File: src/rtl/hhp_pkg.sv
// shared types and constants for the http header block parser
`timescale 1ns / 1ps
`default_nettype none

package hhp_pkg;

   localparam int unsigned MaxOffsetWidth = 12;
   localparam int unsigned OffsetWidth    = 13;

   localparam logic [MaxOffsetWidth-1:0] MaxOffsetReset = 12'd255;

   localparam logic [7:0] CH_CR    = 8'h0D;
   localparam logic [7:0] CH_LF    = 8'h0A;
   localparam logic [7:0] CH_COLON = 8'h3A;
   localparam logic [7:0] CH_SPACE = 8'h20;

   localparam logic [2:0] ROLE_SKIP  = 3'd0;
   localparam logic [2:0] ROLE_KEY   = 3'd1;
   localparam logic [2:0] ROLE_SEP   = 3'd2;
   localparam logic [2:0] ROLE_VALUE = 3'd3;
   localparam logic [2:0] ROLE_TERM  = 3'd4;

   localparam logic [1:0] STAT_BUSY  = 2'd0;
   localparam logic [1:0] STAT_LINE  = 2'd1;
   localparam logic [1:0] STAT_BLOCK = 2'd2;
   localparam logic [1:0] STAT_ERROR = 2'd3;

   localparam logic KIND_DATA    = 1'b0;
   localparam logic KIND_RESTART = 1'b1;

   typedef enum logic [3:0] {
      ST_START  = 4'd0,
      ST_KEY    = 4'd1,
      ST_COLON  = 4'd2,
      ST_SPACE  = 4'd3,
      ST_VALUE  = 4'd4,
      ST_CR     = 4'd5,
      ST_LF     = 4'd6,
      ST_END_CR = 4'd7,
      ST_DONE   = 4'd8,
      ST_ERR    = 4'd9
   } parse_state_type;

   typedef struct packed {
      logic       kind;
      logic [7:0] byte_value;
   } req_word_type;

   typedef struct packed {
      logic [7:0] byte_echo;
      logic [2:0] byte_role;
      logic [1:0] status;
   } rsp_word_type;

   typedef struct packed {
      parse_state_type        state_next;
      logic [OffsetWidth-1:0] offset_next;
      rsp_word_type           word;
   } step_type;

endpackage

`default_nettype wire

File: src/rtl/hhp_csr.sv
// configuration register holding the value length limit
`timescale 1ns / 1ps
`default_nettype none

module hhp_csr (
   input  wire logic                               clock,
   input  wire logic                               reset,
   input  wire logic                               csr_valid,
   output logic                                    csr_ready,
   input  wire logic [hhp_pkg::MaxOffsetWidth-1:0] csr_data,
   output logic [hhp_pkg::MaxOffsetWidth-1:0]      max_value_offset
);
   import hhp_pkg::*;

   logic [MaxOffsetWidth-1:0] max_offset_ff;
   logic [MaxOffsetWidth-1:0] max_offset_in;

   assign csr_ready = 1'b1;

   always_comb begin
      max_offset_in = max_offset_ff;
      if (csr_valid) begin
         max_offset_in = csr_data;
      end
   end

   always_ff @(posedge clock) begin
      if (reset) begin
         max_offset_ff <= MaxOffsetReset;
      end else begin
         max_offset_ff <= max_offset_in;
      end
   end

   assign max_value_offset = max_offset_ff;

endmodule

`default_nettype wire

File: src/rtl/hhp_step.sv
// header state machine transition and byte tagging for one word
`timescale 1ns / 1ps
`default_nettype none

module hhp_step (
   input  wire hhp_pkg::parse_state_type               state,
   input  wire logic [hhp_pkg::OffsetWidth-1:0]        value_offset,
   input  wire logic [hhp_pkg::MaxOffsetWidth-1:0]     max_value_offset,
   input  wire hhp_pkg::req_word_type                  req_word,
   output hhp_pkg::step_type                           step
);
   import hhp_pkg::*;

   logic [7:0]             b;
   logic                   is_cr;
   logic                   is_lf;
   logic                   restart;
   logic [OffsetWidth-1:0] max_ext;
   logic [OffsetWidth-1:0] offset_inc;
   logic                   err;
   parse_state_type        state_next;
   logic [OffsetWidth-1:0] offset_next;
   logic [2:0]             role;
   logic [1:0]             stat;

   assign b       = req_word.byte_value;
   assign is_cr   = (b == CH_CR);
   assign is_lf   = (b == CH_LF);
   assign restart = (req_word.kind == KIND_RESTART);
   assign max_ext = {1'b0, max_value_offset};

   // offset advances only while within the limit
   assign offset_inc = (value_offset <= max_ext) ? value_offset + 1'b1 : value_offset;

   // syntax and length errors
   always_comb begin
      err = 1'b0;
      case (state)
         ST_KEY:    err = (b != CH_COLON) && (is_cr || is_lf);
         ST_COLON:  err = (b != CH_SPACE);
         ST_VALUE:  err = !is_cr && (offset_inc > max_ext);
         ST_CR:     err = !is_lf;
         ST_END_CR: err = !is_lf;
         default:   err = 1'b0;
      endcase
   end

   // next state
   always_comb begin
      state_next  = state;
      offset_next = value_offset;
      case (state)
         ST_START: begin
            if (!is_cr && !is_lf) begin
               state_next = ST_KEY;
            end
         end
         ST_KEY: begin
            if (b == CH_COLON) begin
               state_next = ST_COLON;
            end
         end
         ST_COLON: begin
            state_next = ST_SPACE;
         end
         ST_SPACE: begin
            state_next  = ST_VALUE;
            offset_next = '0;
         end
         ST_VALUE: begin
            if (is_cr) begin
               state_next = ST_CR;
            end else begin
               offset_next = offset_inc;
            end
         end
         ST_CR: begin
            state_next = ST_LF;
         end
         ST_LF: begin
            state_next = is_cr ? ST_END_CR : ST_KEY;
         end
         ST_END_CR: begin
            state_next = ST_DONE;
         end
         ST_DONE: begin
            state_next = ST_DONE;
         end
         default: begin
            state_next = ST_ERR;
         end
      endcase
      if (err) begin
         state_next = ST_ERR;
      end
      if (restart) begin
         state_next  = ST_START;
         offset_next = '0;
      end
   end

   // role and status of the word
   always_comb begin
      role = ROLE_SKIP;
      stat = STAT_BUSY;
      case (state)
         ST_START:  role = (!is_cr && !is_lf) ? ROLE_KEY : ROLE_SKIP;
         ST_KEY:    role = (b == CH_COLON) ? ROLE_SEP : ROLE_KEY;
         ST_COLON:  role = ROLE_SEP;
         ST_SPACE:  role = ROLE_VALUE;
         ST_VALUE:  role = is_cr ? ROLE_TERM : ROLE_VALUE;
         ST_CR: begin
            role = ROLE_TERM;
            stat = STAT_LINE;
         end
         ST_LF:     role = is_cr ? ROLE_TERM : ROLE_KEY;
         ST_END_CR: begin
            role = ROLE_TERM;
            stat = STAT_BLOCK;
         end
         ST_DONE:   stat = STAT_BLOCK;
         default:   stat = STAT_ERROR;
      endcase
      if (err) begin
         role = ROLE_SKIP;
         stat = STAT_ERROR;
      end
   end

   always_comb begin
      step.state_next  = state_next;
      step.offset_next = offset_next;
      if (restart) begin
         step.word = '0;
      end else begin
         step.word.byte_echo = b;
         step.word.byte_role = role;
         step.word.status    = stat;
      end
   end

endmodule

`default_nettype wire

File: src/rtl/http_header_block_parser_unit.sv
// top level of the http header block parser
// latency: a word accepted at one edge shows its result word from the next cycle
// throughput: one byte per cycle while no result word is stalled, set by the single state register update
// a waiting result word blocks the input only when rsp_ready is low
// reset: synchronous, starts in the start state with the length limit at 255
`timescale 1ns / 1ps
`default_nettype none

module http_header_block_parser_unit (
   input  wire logic                               clock,
   input  wire logic                               reset,
   input  wire logic                               req_valid,
   output logic                                    req_ready,
   input  wire hhp_pkg::req_word_type              req_word,
   output logic                                    rsp_valid,
   input  wire logic                               rsp_ready,
   output hhp_pkg::rsp_word_type                   rsp_word,
   input  wire logic                               csr_valid,
   output logic                                    csr_ready,
   input  wire logic [hhp_pkg::MaxOffsetWidth-1:0] csr_data
);
   import hhp_pkg::*;

   logic [MaxOffsetWidth-1:0] max_value_offset;
   parse_state_type           state_ff;
   parse_state_type           state_in;
   logic [OffsetWidth-1:0]    offset_ff;
   logic [OffsetWidth-1:0]    offset_in;
   logic                      rsp_valid_ff;
   logic                      rsp_valid_in;
   rsp_word_type              rsp_word_ff;
   rsp_word_type              rsp_word_in;
   step_type                  step;
   logic                      req_accept;

   hhp_csr u_csr (
      .clock            (clock),
      .reset            (reset),
      .csr_valid        (csr_valid),
      .csr_ready        (csr_ready),
      .csr_data         (csr_data),
      .max_value_offset (max_value_offset)
   );

   hhp_step u_step (
      .state            (state_ff),
      .value_offset     (offset_ff),
      .max_value_offset (max_value_offset),
      .req_word         (req_word),
      .step             (step)
   );

   assign req_ready  = !rsp_valid_ff || rsp_ready;
   assign req_accept = req_valid && req_ready;

   always_comb begin
      state_in     = state_ff;
      offset_in    = offset_ff;
      rsp_word_in  = rsp_word_ff;
      rsp_valid_in = rsp_valid_ff && !rsp_ready;
      if (req_accept) begin
         state_in     = step.state_next;
         offset_in    = step.offset_next;
         rsp_word_in  = step.word;
         rsp_valid_in = 1'b1;
      end
   end

   always_ff @(posedge clock) begin
      if (reset) begin
         state_ff     <= ST_START;
         offset_ff    <= '0;
         rsp_valid_ff <= 1'b0;
      end else begin
         state_ff     <= state_in;
         offset_ff    <= offset_in;
         rsp_valid_ff <= rsp_valid_in;
      end
   end

   always_ff @(posedge clock) begin
      rsp_word_ff <= rsp_word_in;
   end

   assign rsp_valid = rsp_valid_ff;
   assign rsp_word  = rsp_word_ff;

endmodule

`default_nettype wire

File: config.mk
export PLATFORM = sky130hd
export DESIGN_NAME = http_header_block_parser_unit
export DESIGN_NICKNAME = d
export VERILOG_FILES = /design/src/rtl/hhp_pkg.sv /design/src/rtl/hhp_csr.sv /design/src/rtl/hhp_step.sv /design/src/rtl/http_header_block_parser_unit.sv
export SDC_FILE = /design/constraint.sdc
export NUM_CORES = 1
export LEC_CHECK = 0
export BUFFER_PORTS_ARGS = -buffer_cell sky130_fd_sc_hd__buf_2
export CAP_MARGIN = 40
export CORE_MARGIN = 2
export CORE_UTILIZATION = 59
export CTS_CLUSTER_DIAMETER = 50
export DETAILED_ROUTE_END_ITERATION = 12
export PLACE_DENSITY = 0.84
export SYNTH_ARGS = -nofsm -noshare
export SYNTH_HDL_FRONTEND = slang
export SYNTH_HIERARCHICAL = 1
export SYNTH_SLANG_ARGS = --single-unit
File: constraint.sdc
create_clock -name clock -period 5.15 [get_ports clock]
set_input_delay 0 -clock clock [delete_from_list [all_inputs] [get_ports clock]]
set_output_delay 0 -clock clock [all_outputs]
set_load 0.01 [all_outputs]
Yosys cells after proc, flatten, opt, wreduce, memory -nomap -nowiden --
Cells that the tools add are included.
Storage, ports and cells: bits in registers 43, input port bits 26, output and inout port bits 16
Operators by class: order comparisons 2, reduce and logical (&&, ||, !) cells 19, multiplexer cells 20, equal/unequal tests 17, $add $sub $neg 1
Operators with widths (count):
- two-way mux 13 bit | 3
- case mux 4 bit (8 select lines) | 1
- case mux 13 bit (2 select lines) | 1
- case mux 3 bit (7 select lines) | 1
- two-way mux 4 bit | 5
- equality test 4 x 3 -> 1 bit (second input constant) | 4
- equality test 8 x 4 -> 1 bit (second input constant) | 2
- != test 8 x 6 -> 1 bit (second input constant) | 2
- adder 13 x 1 -> 13 bit (second input constant) | 1
- greater-than comparator 13 x 12 -> 1 bit | 1
- less-or-equal comparator 13 x 12 -> 1 bit | 1
- != test 4 x 2 -> 1 bit (second input constant) | 3
- two-way mux 3 bit | 3
- equality test 4 x 2 -> 1 bit (second input constant) | 2
- equality test 8 x 6 -> 1 bit (second input constant) | 1
- case mux 2 bit (3 select lines) | 1
- OR reduction 2 bit | 3
- OR reduction 6 bit | 1
- logical AND 1 bit | 5
- equality test 4 x 1 -> 1 bit (second input constant) | 1
- equality test 4 bit (second input constant) | 1
- zero test 1 bit | 4
- zero test 4 bit | 1
- two-way mux 2 bit | 2
- other kinds (7) | 9

Logic depth before layout (Yosys ltp) --
Gate-level depths: netlist of the first run.
depth in word-level cells 7, depth in mapped cells 19, depth with buffers taken out 17

By module --
Netlist of the first run, hierarchy kept.
By module, submodules not included:
- hhp_step | times used 1, area each 1664.1 µm², cells each 250
- http_header_block_parser_unit | times used 1, area each 1218.7 µm², cells each 96
- hhp_csr | times used 1, area each 466.7 µm², cells each 41

Worst setup path before layout of the first run --
No wires, ideal clock.
kind register to register, from register offset_ff[10], to register state_ff[2], cell stages (with the launch flop) 17, path slack 1.476 ns, clock period less this slack 3.674 ns, setup time 0.066 ns, arrival time 3.607 ns, required time 5.084 ns, path through dfxtp_1 > ha_1 > nand4b_1 > or3_1 > a31oi_1 > clkbuf_1 > buf_2 > nor2_1 > xor2_1 > ha_1 > a211oi_1 > o2111ai_1 > o21ai_0 > o311ai_0 > a311oi_1 > nand3_1 > a21oi_2
RTL lines:
- from (decl) | RTL line http_header_block_parser_unit.sv:27 | logic [OffsetWidth-1:0] offset_ff;
- from (signal assigned) | RTL line http_header_block_parser_unit.sv:76 | offset_ff <= offset_in;
- to (signal assigned) | RTL line http_header_block_parser_unit.sv:75 | state_ff <= state_in;
- to (decl) | RTL line http_header_block_parser_unit.sv:25 | parse_state_type state_ff;

==> flow_metrics.py, run 1 <==
metrics = {
    "grt": {
        "grt_usage_pct": 24.7,
        "grt_pass1_wl_um": 12400,
        "grt.overflow.total": 0,
        "grt_pass1_vias": 2691,
        "antenna_found_initial": 0,
        "grt_max_degree": 38,
    },
    "worst_hold_path": {
        "hp-start": "req_word[5]",
        "holdPathEnd": "rsp_word[10]",
        "holdPathStages": 2,
        "hold_class": "in2reg",
    },
    "synthesis": {
        "synth_edf_count": 13,
        "synth_top_area_cell": "dfxtp_1",
        "synth_cells": 387,
        "yosysMostFrequentCell": "dfxtp_1",
        "synthesis.nets": 438,
        "yosysWarnings": 6,
        "ys_top_cells_by_count": "dfxtp_1, nand2_1, nand3_1",
        "synth_seq_cells": 43,
        "synthArstFlopShare_pct": 0,
        "synthDistinctLibCells": 66,
        "synthFlopType": "dfxtp_1",
        "synth_area_leaders": "dfxtp_1, edfxtp_1, ha_1, nand3_1, nor2b_1",
        "synth_top_cell_area_share_pct": 17.9,
        "seq_area_frac_synth_pct": 29.6,
        "synth_area_mm2": 0.00335,
        "synth_area_per_cell_um2": 8.65,
    },
    "power_and_ir_drop": {
        "vdd_ir_drop_max_mv": 0.126,
        "p_per_area_mw_per_mm2": 196,
        "p_leak_uw": 0.00160,
    },
    "cells_and_area": {
        "syn2layout_area_growth_pct": 10.6,
        "diodes": 0,
        "drive_above_1_share_pct": 18.4,
        "nNetsFinal": 469,
    },
    "timing": {
        "fin_skew_ns": 0.00801,
        "period_needed_ns": 4.41,
        "max-slew-margin-rel_pct": 42.0,
        "slew_violations": 0,
        "finalSetupViolations": 0,
        "finalHoldViolCount": 0,
        "fin_setup_tns_ns": 0,
        "fmax_mhz": 227,
        "rsz0062_at_grt": "no",
        "worst_pin_slew_ns": 0.867,
        "worst_slack_ns": 0.740,
        "timing.final.crit_share_pct": 85.6,
    },
    "detailed_routing": {
        "drtIter0Drc": 332,
        "first_pass_iters": 5,
        "vias": 3076,
        "drt_drc_violations_left": 0,
        "routed_wl_um": 7800,
        "viasPerCell": 6.26,
        "ant_nets": 0,
        "route.detailed.wl_per_inst_um": 15.9,
    },
    "setup_path": {
        "crit_fanout": 31,
        "cp.arrival_ns": 4.64,
        "rrSetupSlack_ns": 0.74,
        "cpPeakStageDelay_ns": 0.53,
        "path_class": "reg2reg",
        "start_kind": "flip-flop",
        "cp_slowest_cell": "a2111oi_0",
        "cp_data_required_time_ns": 5.38,
        "r2r_start": "offset_ff[10]",
        "endpoint_kind": "flip-flop",
        "crit_chain": "ha_1 > a21o_1 > a2111oi_0 > a31oi_2 > buf_4 > nor3_1 > xor2_1 > ha_1 > o21a_1 > o21ai_0 > a211oi_1 > o21ai_0 > o311ai_0 > a311oi_1 > nand3_1 > a21oi_2",
        "r2r-end": "state_ff[2]",
        "reg2regPathDepth": 16,
    },
    "floorplan": {
        "core_area_mm2": 0.00551,
        "ioPinCount": 42,
        "start_util_pct": 60.8,
        "rows": 27,
        "dieArea_mm2": 0.00630,
        "die_w_um": 79.3,
        "chipHeight_um": 79.3,
    },
    "cts": {
        "clk_pin_slew_worst_paths_ns": 0.09,
        "cts_resized": 0,
        "clk_latency_ns": 0.30,
        "cts_root_buf": "clkbuf_8",
        "clock-sinks": 43,
        "ctsLongestPathBuffers": 2,
        "ctsHoldBuffers": 12,
        "tritoncts": "done",
        "post-cts-setup-buffer-count": 0,
        "cts-buffers-inserted": 5,
        "htree_levels": 2,
    },
    "placed_design": {
        "placement.io_buffers": 40,
        "place_ws_ns": 0.958,
        "hpwl_um": 5080,
        "gp_congestion": 0.940,
    },
    "run": {
        "drv_cap": 0,
    },
    "run_status": {
        "status": "complete, no violations",
    },
}
[placed cells by master (no fill, tap or decap), types with 4 or more instances in the layout]
cell type / Yosys / final
clkbuf_8: 0 / 5
a31oi_1: 7 / 6
a21oi_2: 10 / 10
a21oi_1: 17 / 17
and4_1: 4 / 4
o21ai_0: 11 / 11
nand3_1: 26 / 26
nor2_1: 23 / 23
dfxtp_1: 30 / 30
and3_1: 4 / 4
ha_1: 25 / 25
a211o_1: 9 / 9
mux2i_1: 4 / 4
a21bo_1: 10 / 10
nand2b_1: 4 / 4
edfxtp_1: 13 / 13
dlygate4sd3_1: 0 / 12
buf_2: 11 / 40
a21bo_2: 7 / 7
xor2_1: 8 / 8
o211ai_1: 4 / 4
nor3_1: 9 / 9
nand4b_1: 4 / 4
and2_1: 4 / 4
or4_1: 7 / 7
nor2b_1: 18 / 18
nand2_1: 28 / 28
inv_1: 14 / 14
[stage by stage]
| stage | area (um^2) | hold slack (ns) | std cells | util [%] | total power [uW] |
|---|---|---|---|---|---|
| after floorplan | 3350 | 0.0986 | 387 | - | 437 |
| after CTS | 3710 | 0.0366 | 491 | 67.3 | 732 |
| after detailed placement | 3470 | 0.214 | 471 | 63.1 | 463 |
| after global placement | 3470 | 0.205 | 471 | 63.1 | 459 |
| final | 3710 | 0.0453 | 491 | 67.3 | 728 |
| after global routing | 3710 | 0.0597 | 491 | 67.3 | 757 |
[critical path, delay by kind of cell (launching register included)]
kind	cells	cell delay [ns]
flip-flops	1	0.47
AND/OR/NAND/NOR	2	0.56
XOR/XNOR	1	0.23
adder cells (fa/ha/maj)	2	0.58
AO/OA/AOI/OAI	10	2.21
buffers and inverters	1	0.26
[per-layer routing]
metal	global-route usage, %	vias up	wire, um
met5	0	-	0
met4	6.21	0	103
met3	5.23	20	623
met2	39.6	147	3510
met1	33.9	1420	3560
li1	-	1489	-
[cell type report]
type,count,area (um^2)
multi-input cells,301,2130
fillers,447,1800
flip-flops and latches,43,991
repair buffers,53,328
well taps,72,90.1
clock buffers,5,68.8
inverters,14,52.6
clock inverters,3,43.8
[state kept, by name, indices dropped and copies added (netlist names)]
signal / flops
u_csr/max_value_offset: 12
state_ff: 4
rsp_valid: 1
offset_ff: 13
rsp_word: 13
[cells by family (layout without fill, tap and decap cells)]
logic type	Yosys count	count (layout)	synth area share, %
xor+xnor	11	11	2.88
simple gates	154	154	25.7
buf+inv	43	75	6.95
mux	6	6	1.87
other cells	1	1	0.112
fa+ha+maj	25	25	9.34
compound gates	104	104	23.6
flops	43	43	29.6
[how the worst max path moves through the flow]
stage | cells past startpoint | end | from | slack (ns)
after floorplan | 16 | state_ff[2] | offset_ff[10] | 1.48
after global placement | 16 | state_ff[2] | offset_ff[9] | 1.17
after detailed placement | 16 | state_ff[2] | offset_ff[9] | 0.96
after CTS | 16 | state_ff[2] | offset_ff[9] | 0.91
after global routing | 17 | state_ff[2] | offset_ff[2] | 0.49
final | 16 | state_ff[2] | offset_ff[10] | 0.74
[report_power, final]
| part | total [uW] | internal [uW] | switching [uW] |
|---|---|---|---|
| sequential | 369 | 362 | 7.20 |
| clock | 263 | 144 | 119 |
| combinational | 94.8 | 39.5 | 55.3 |
Note: power is estimated with default switching activity, not from simulation.
==> run 2: changes to the inputs <==
CORE_UTILIZATION = 58   (was 59)
PLACE_DENSITY = 0.8   (was 0.84)
SYNTH_HIERARCHICAL = default   (was 1)
==> run 2 against run 1 <==
  * Combinational power rose by 15%
  * Register-to-register slack worse by 0.08 ns
  * Setup slack lost 0.079 ns
  * Global-route usage grew 0.34 points
  * Worst hold slack worse by 0.043 ns
  * Clock power barely moved
  * Sequential cell count unchanged
  * Utilization is 1.9 points higher
  * Synthesized cell count decreased by 11%
  * Count of clock-buffer cells in the layout did not move
  * First-iteration DRC count shrank 18%
  * Area after synthesis is 8.3% lower
  * Critical path type unchanged
  * Largest power group unchanged
==> flow_metrics.py, run 2 <==
metrics = {
    "run_status": {
        "status": "complete, no violations",
    },
    "timing": {
        "whs_ns": 0.00264,
        "finalSetupViolations": 0,
        "period_needed_ns": 4.49,
        "timing.final.crit_share_pct": 87.2,
        "finalHoldViolCount": 0,
        "worst_pin_slew_ns": 0.607,
        "fin_skew_ns": 0.0147,
        "fmax_mhz": 223,
        "fin_setup_tns_ns": 0,
        "slew_violations": 0,
        "worst_slack_ns": 0.661,
        "rsz0062_at_grt": "no",
        "max-slew-margin-rel_pct": 59.5,
    },
    "cells_and_area": {
        "nNetsFinal": 440,
        "diodes": 0,
        "syn2layout_area_growth_pct": 15.1,
        "drive_above_1_share_pct": 17.4,
        "fin_area_mm2": 0.00354,
        "layout_common_cells": "buf_2, nand2_1, dfxtp_1, ha_1, inv_1",
        "fin_util_pct": 69.2,
        "fillers": 422,
        "layout_commonest_cell": "buf_2",
    },
    "worst_hold_path": {
        "hold_class": "in2reg",
    },
    "placed_design": {
        "place_ws_ns": 0.743,
        "gp_congestion": 0.931,
        "hpwl_um": 5440,
        "placement.io_buffers": 40,
        "placed_area_mm2": 0.00330,
    },
    "cts": {
        "clk_pin_slew_worst_paths_ns": 0.09,
        "tritoncts": "done",
        "clock-sinks": 43,
        "ctsLongestPathBuffers": 2,
        "cts-buffers-inserted": 5,
        "cts_resized": 0,
        "htree_levels": 2,
        "clk_latency_ns": 0.30,
        "cts_root_buf": "clkbuf_8",
    },
    "detailed_routing": {
        "viasPerCell": 6.19,
        "routed_wl_um": 7330,
        "drt_drc_violations_left": 0,
        "first_pass_iters": 5,
        "vias": 2848,
        "drtIter0Drc": 273,
        "ant_nets": 0,
        "route.detailed.wl_per_inst_um": 15.9,
    },
    "synthesis": {
        "synth_cells": 344,
        "synth_top_area_cell": "dfxtp_1",
        "ys_top_cells_by_count": "nand2_1, dfxtp_1, ha_1",
        "yosysMostFrequentCell": "nand2_1",
        "synthDistinctLibCells": 67,
        "synth_area_mm2": 0.00307,
        "synth_top_cell_area_share_pct": 19.6,
        "synth_edf_count": 13,
        "synthArstFlopShare_pct": 0,
        "synthesis.nets": 395,
        "seq_area_frac_synth_pct": 32.3,
        "synth_seq_cells": 43,
        "yosysWarnings": 0,
        "synthFlopType": "dfxtp_1",
        "synth_area_leaders": "dfxtp_1, edfxtp_1, ha_1, nand2_1, a21oi_1",
        "synth_area_per_cell_um2": 8.93,
    },
    "power_and_ir_drop": {
        "p_per_area_mw_per_mm2": 211,
        "p_leak_uw": 0.00151,
        "vdd_ir_drop_max_mv": 0.137,
    },
    "grt": {
        "antenna_found_initial": 0,
        "grt_pass1_wl_um": 11900,
        "grt_pass1_vias": 2429,
        "grt_usage_pct": 25.0,
        "grt.overflow.total": 0,
        "grt_max_degree": 21,
    },
    "floorplan": {
        "die_w_um": 76.8,
        "dieArea_mm2": 0.00589,
        "chipHeight_um": 76.8,
        "start_util_pct": 60.1,
        "ioPinCount": 42,
        "core_area_mm2": 0.00511,
        "rows": 26,
    },
    "setup_path": {
        "crit_chain": "ha_1 > nand4_1 > or4_4 > a21boi_1 > nand4_1 > xnor2_1 > ha_1 > a2111o_1 > a2111oi_2 > a21oi_1 > a2111oi_2 > nor2_1",
        "path_delay_family": "compound AO/OA/AOI/OAI gates",
        "crit_fanout": 7,
        "path_buf_inv": 0,
        "endpoint_kind": "flip-flop",
        "cp_data_required_time_ns": 5.20,
        "path_class": "reg2reg",
        "cp_slowest_cell": "or4_4",
        "cp.arrival_ns": 4.54,
        "cpPeakStageDelay_ns": 0.57,
        "start_kind": "flip-flop",
    },
    "run": {
        "drv_cap": 0,
    },
}
run 2: cell types whose count changed in the layout (fill, tap and decap cells not counted), sizes merged, moves of 5 or more:
| cell | change |
|---|---|
| inv | +9 |
| o211ai | +7 |
| or4 | -6 |
| a21oi | -7 |
| a211o | -6 |
| nand3 | -15 |
| xnor2 | +5 |
| a21bo | -17 |
| nand4 | +7 |
| nor2b | -8 |
| nor4 | +7 |
| xor2 | -5 |
run 2: worst paths after layout:
path	cells past startpoint	slack, ns	to	start
max	12	0.66	rsp_word[1]	offset_ff[8]
min	3	0.003	rsp_valid	rsp_ready
max reg2reg	12	0.66	rsp_word[1]	offset_ff[8]
min reg2reg	2	0.50	u_csr.max_value_offset[8]	u_csr.max_value_offset[8]
run 2: final cells by class:
cell class | instances | area (um^2) | share of cell area (%)
inverter | 23 | 86.3 | 2.44
multi-input combinational | 263 | 1930 | 54.7
clock inverter | 3 | 38.8 | 1.10
tap | 70 | 87.6 | 2.48
clock buffer | 5 | 68.8 | 1.95
sequential | 43 | 991 | 28.0
timing repair buffer | 53 | 330 | 9.34
run 2: where the power goes:
part | internal [uW] | switching (uW) | total [uW]
clock | 142 | 123 | 265
sequential | 363 | 7.65 | 371
combinational | 45.7 | 63.5 | 109
total | 551 | 194 | 745
run 2: worst min-delay path: stages:
cell      delay, ns
buf_2          0.07
nand2b_1       0.12
a21oi_1        0.07
run 2: cell families after synthesis:
family          share of synthesized area [%]
other cells                             0.122
mux                                      1.96
simple gates                             24.2
xor+xnor                                 3.14
fa+ha+maj                                10.2
compound gates                           23.4
buf+inv                                  4.81
flops                                    32.3
run 2: per-layer routing:
layer / wire length, um / GRT usage (%) / share of wire, %
met1: 3390 / 38.3 / 46
met2: 3220 / 36.5 / 44
met3: 642 / 4.24 / 8.8
met4: 73 / 5.64 / 1.0
met5: 0 / 0 / 0
run 2: per-stage QoR:
| step | power, uW | instances |
|---|---|---|
| 2_1_floorplan | 446 | 344 |
| 3_3_place_gp | 476 | 439 |
| 3_5_place_dp | 479 | 439 |
| 4_1_cts | 744 | 460 |
| 5_1_grt | 775 | 460 |
| 6_report | 745 | 460 |
run 2: timing repair:
action / in CTS / in global routing
endpoints found under the hold margin: 13 / 0
hold buffers: 13 / 0
setup buffers: 0 / 0
==> run 3: changes to the inputs <==
CORE_ASPECT_RATIO = 0.8   (was default)
CORE_UTILIZATION = 30   (was 58)
PLACE_DENSITY = default   (was 0.8)
==> run 3 against run 2 <==
  * Count of clock-buffer cells in the layout is the same
  * Routed wire length grew 6.4%
  * Via count shrank 2.3%
  * Power grew 14%
  * Sequential cell count is the same
  * Register-to-register slack lost 0.06 ns
  * Global-route usage shrank 10 points
  * Fmax shrank 1.4%
  * Critical path depth is the same
  * Cell area grew 4.1%
  * Worst hold slack gained 0.032 ns
==> flow_metrics.py, run 3 (synthesis results as in run 2) <==
metrics = {
    "run_status": {
        "status": "complete, no violations",
    },
    "worst_hold_path": {
        "holdPathEnd": "rsp_valid",
        "holdPathStages": 3,
        "hold_class": "in2reg",
        "hp-start": "rsp_ready",
    },
    "cells_and_area": {
        "fin_area_mm2": 0.00368,
        "fin_util_pct": 36.4,
        "drive_above_1_share_pct": 17.4,
        "layout_commonest_cell": "buf_2",
        "layout_common_cells": "buf_2, nand2_1, dfxtp_1, ha_1, inv_1",
        "nNetsFinal": 440,
        "diodes": 0,
        "syn2layout_area_growth_pct": 19.8,
    },
    "cts": {
        "post-cts-setup-buffer-count": 0,
        "cts-buffers-inserted": 5,
        "clock-sinks": 43,
        "ctsLongestPathBuffers": 2,
        "tritoncts": "done",
        "clk_pin_slew_worst_paths_ns": 0.07,
        "cts_resized": 0,
        "htree_levels": 2,
        "cts_root_buf": "clkbuf_16",
        "clk_latency_ns": 0.29,
        "ctsHoldBuffers": 13,
    },
    "setup_path": {
        "endpoint_kind": "flip-flop",
        "cp_data_required_time_ns": 5.18,
        "path_class": "reg2reg",
        "crit_fanout": 7,
        "cp.arrival_ns": 4.58,
        "r2r-end": "rsp_word[1]",
        "start_kind": "flip-flop",
        "rrSetupSlack_ns": 0.60,
        "r2r_start": "offset_ff[8]",
        "reg2regPathDepth": 12,
        "cpPeakStageDelay_ns": 0.57,
        "crit_chain": "ha_1 > nand4_1 > or4_4 > a21boi_1 > nand4_1 > xnor2_1 > ha_1 > a2111o_1 > a2111oi_2 > a21oi_1 > a2111oi_2 > nor2_1",
        "cp_slowest_cell": "a2111oi_2",
    },
    "floorplan": {
        "dieArea_mm2": 0.0111,
        "chipHeight_um": 94.5,
        "core_area_mm2": 0.0101,
        "rows": 33,
        "die_w_um": 117,
        "ioPinCount": 42,
        "start_util_pct": 30.4,
    },
    "detailed_routing": {
        "vias": 2783,
        "ant_nets": 0,
        "drt_drc_violations_left": 0,
        "first_pass_iters": 4,
        "viasPerCell": 5.25,
        "routed_wl_um": 7800,
        "route.detailed.wl_per_inst_um": 14.7,
        "drtIter0Drc": 130,
    },
    "power_and_ir_drop": {
        "vdd_ir_drop_max_mv": 0.0987,
        "total_power_uw": 848,
        "p_per_area_mw_per_mm2": 230,
        "p_leak_uw": 0.00154,
    },
    "timing": {
        "timing.final.crit_share_pct": 88.4,
        "slew_violations": 0,
        "fmax_mhz": 220,
        "max-slew-margin-rel_pct": 56.5,
        "finalHoldViolCount": 0,
        "rsz0062_at_grt": "no",
        "fin_setup_tns_ns": 0,
        "fin_skew_ns": 0.0116,
        "period_needed_ns": 4.55,
        "whs_ns": 0.0343,
        "worst_pin_slew_ns": 0.652,
        "finalSetupViolations": 0,
    },
    "placed_design": {
        "hpwl_um": 5780,
        "gp_congestion": 0.908,
        "placement.io_buffers": 40,
        "placed_area_mm2": 0.00339,
    },
    "grt": {
        "grt.overflow.total": 0,
        "grt_pass1_vias": 2602,
        "grt_pass1_wl_um": 13000,
        "grt_usage_pct": 14.7,
        "grt_max_degree": 21,
        "antenna_found_initial": 0,
    },
    "run": {
        "drv_cap": 0,
    },
}
-- run 3: cell count changes in the layout (fill, tap and decap cells not counted) --
cell,before,now
clkbuf_16,0,5
clkbuf_8,5,0
-- run 3: worst max-delay path by stage --
stage,slack (ns),endpoint,cells after the start,start
after global placement,0.72,rsp_word[1],12,offset_ff[8]
after detailed placement,0.69,rsp_word[1],13,u_csr.max_value_offset[11]
after CTS,0.67,rsp_word[1],13,u_csr.max_value_offset[11]
final,0.60,rsp_word[1],12,offset_ff[8]
after floorplan,1.20,rsp_word[1],12,offset_ff[8]
after global routing,0.31,rsp_word[1],12,offset_ff[8]
-- run 3: cell type report --
cell class	instances	area (um^2)
tap	140	175
fill	1060	6440
inverter	23	86.3
sequential	43	991
timing repair buffer	53	330
clock inverter	3	38.8
multi-input combinational	263	1930
clock buffer	5	125
-- run 3: report_power, final --
group	internal (uW)	switching [uW]	leakage, uW
sequential	364	7.83	0.000375
combinational	45.7	64.3	0.00108
clock	227	140	0.0000812
-- run 3: critical path, delay by kind of cell, from the launching register on --
kind,cells,cell delay [ns]
AO/OA/AOI/OAI,5,2.02
XOR/XNOR,1,0.20
adder cells (fa/ha/maj),2,0.67
flip-flops,1,0.39
AND/OR/NAND/NOR,4,1.02
-- run 3: per-layer routing --
layer	share of wire (%)	track usage (%)	vias to the layer above
met3	4.1	1.86	14
met1	51	21.6	1310
met4	1.5	3.82	0
li1	-	-	1387
met5	0	0	-
met2	44	22.8	72
-- run 3: stage by stage --
| stage | instances | setup slack, ns |
|---|---|---|
| 2_1_floorplan | 344 | 1.20 |
| 5_1_grt | 530 | 0.307 |
| 4_1_cts | 530 | 0.669 |
| 3_5_place_dp | 509 | 0.690 |
| 3_3_place_gp | 509 | 0.720 |
| 6_report | 530 | 0.598 |
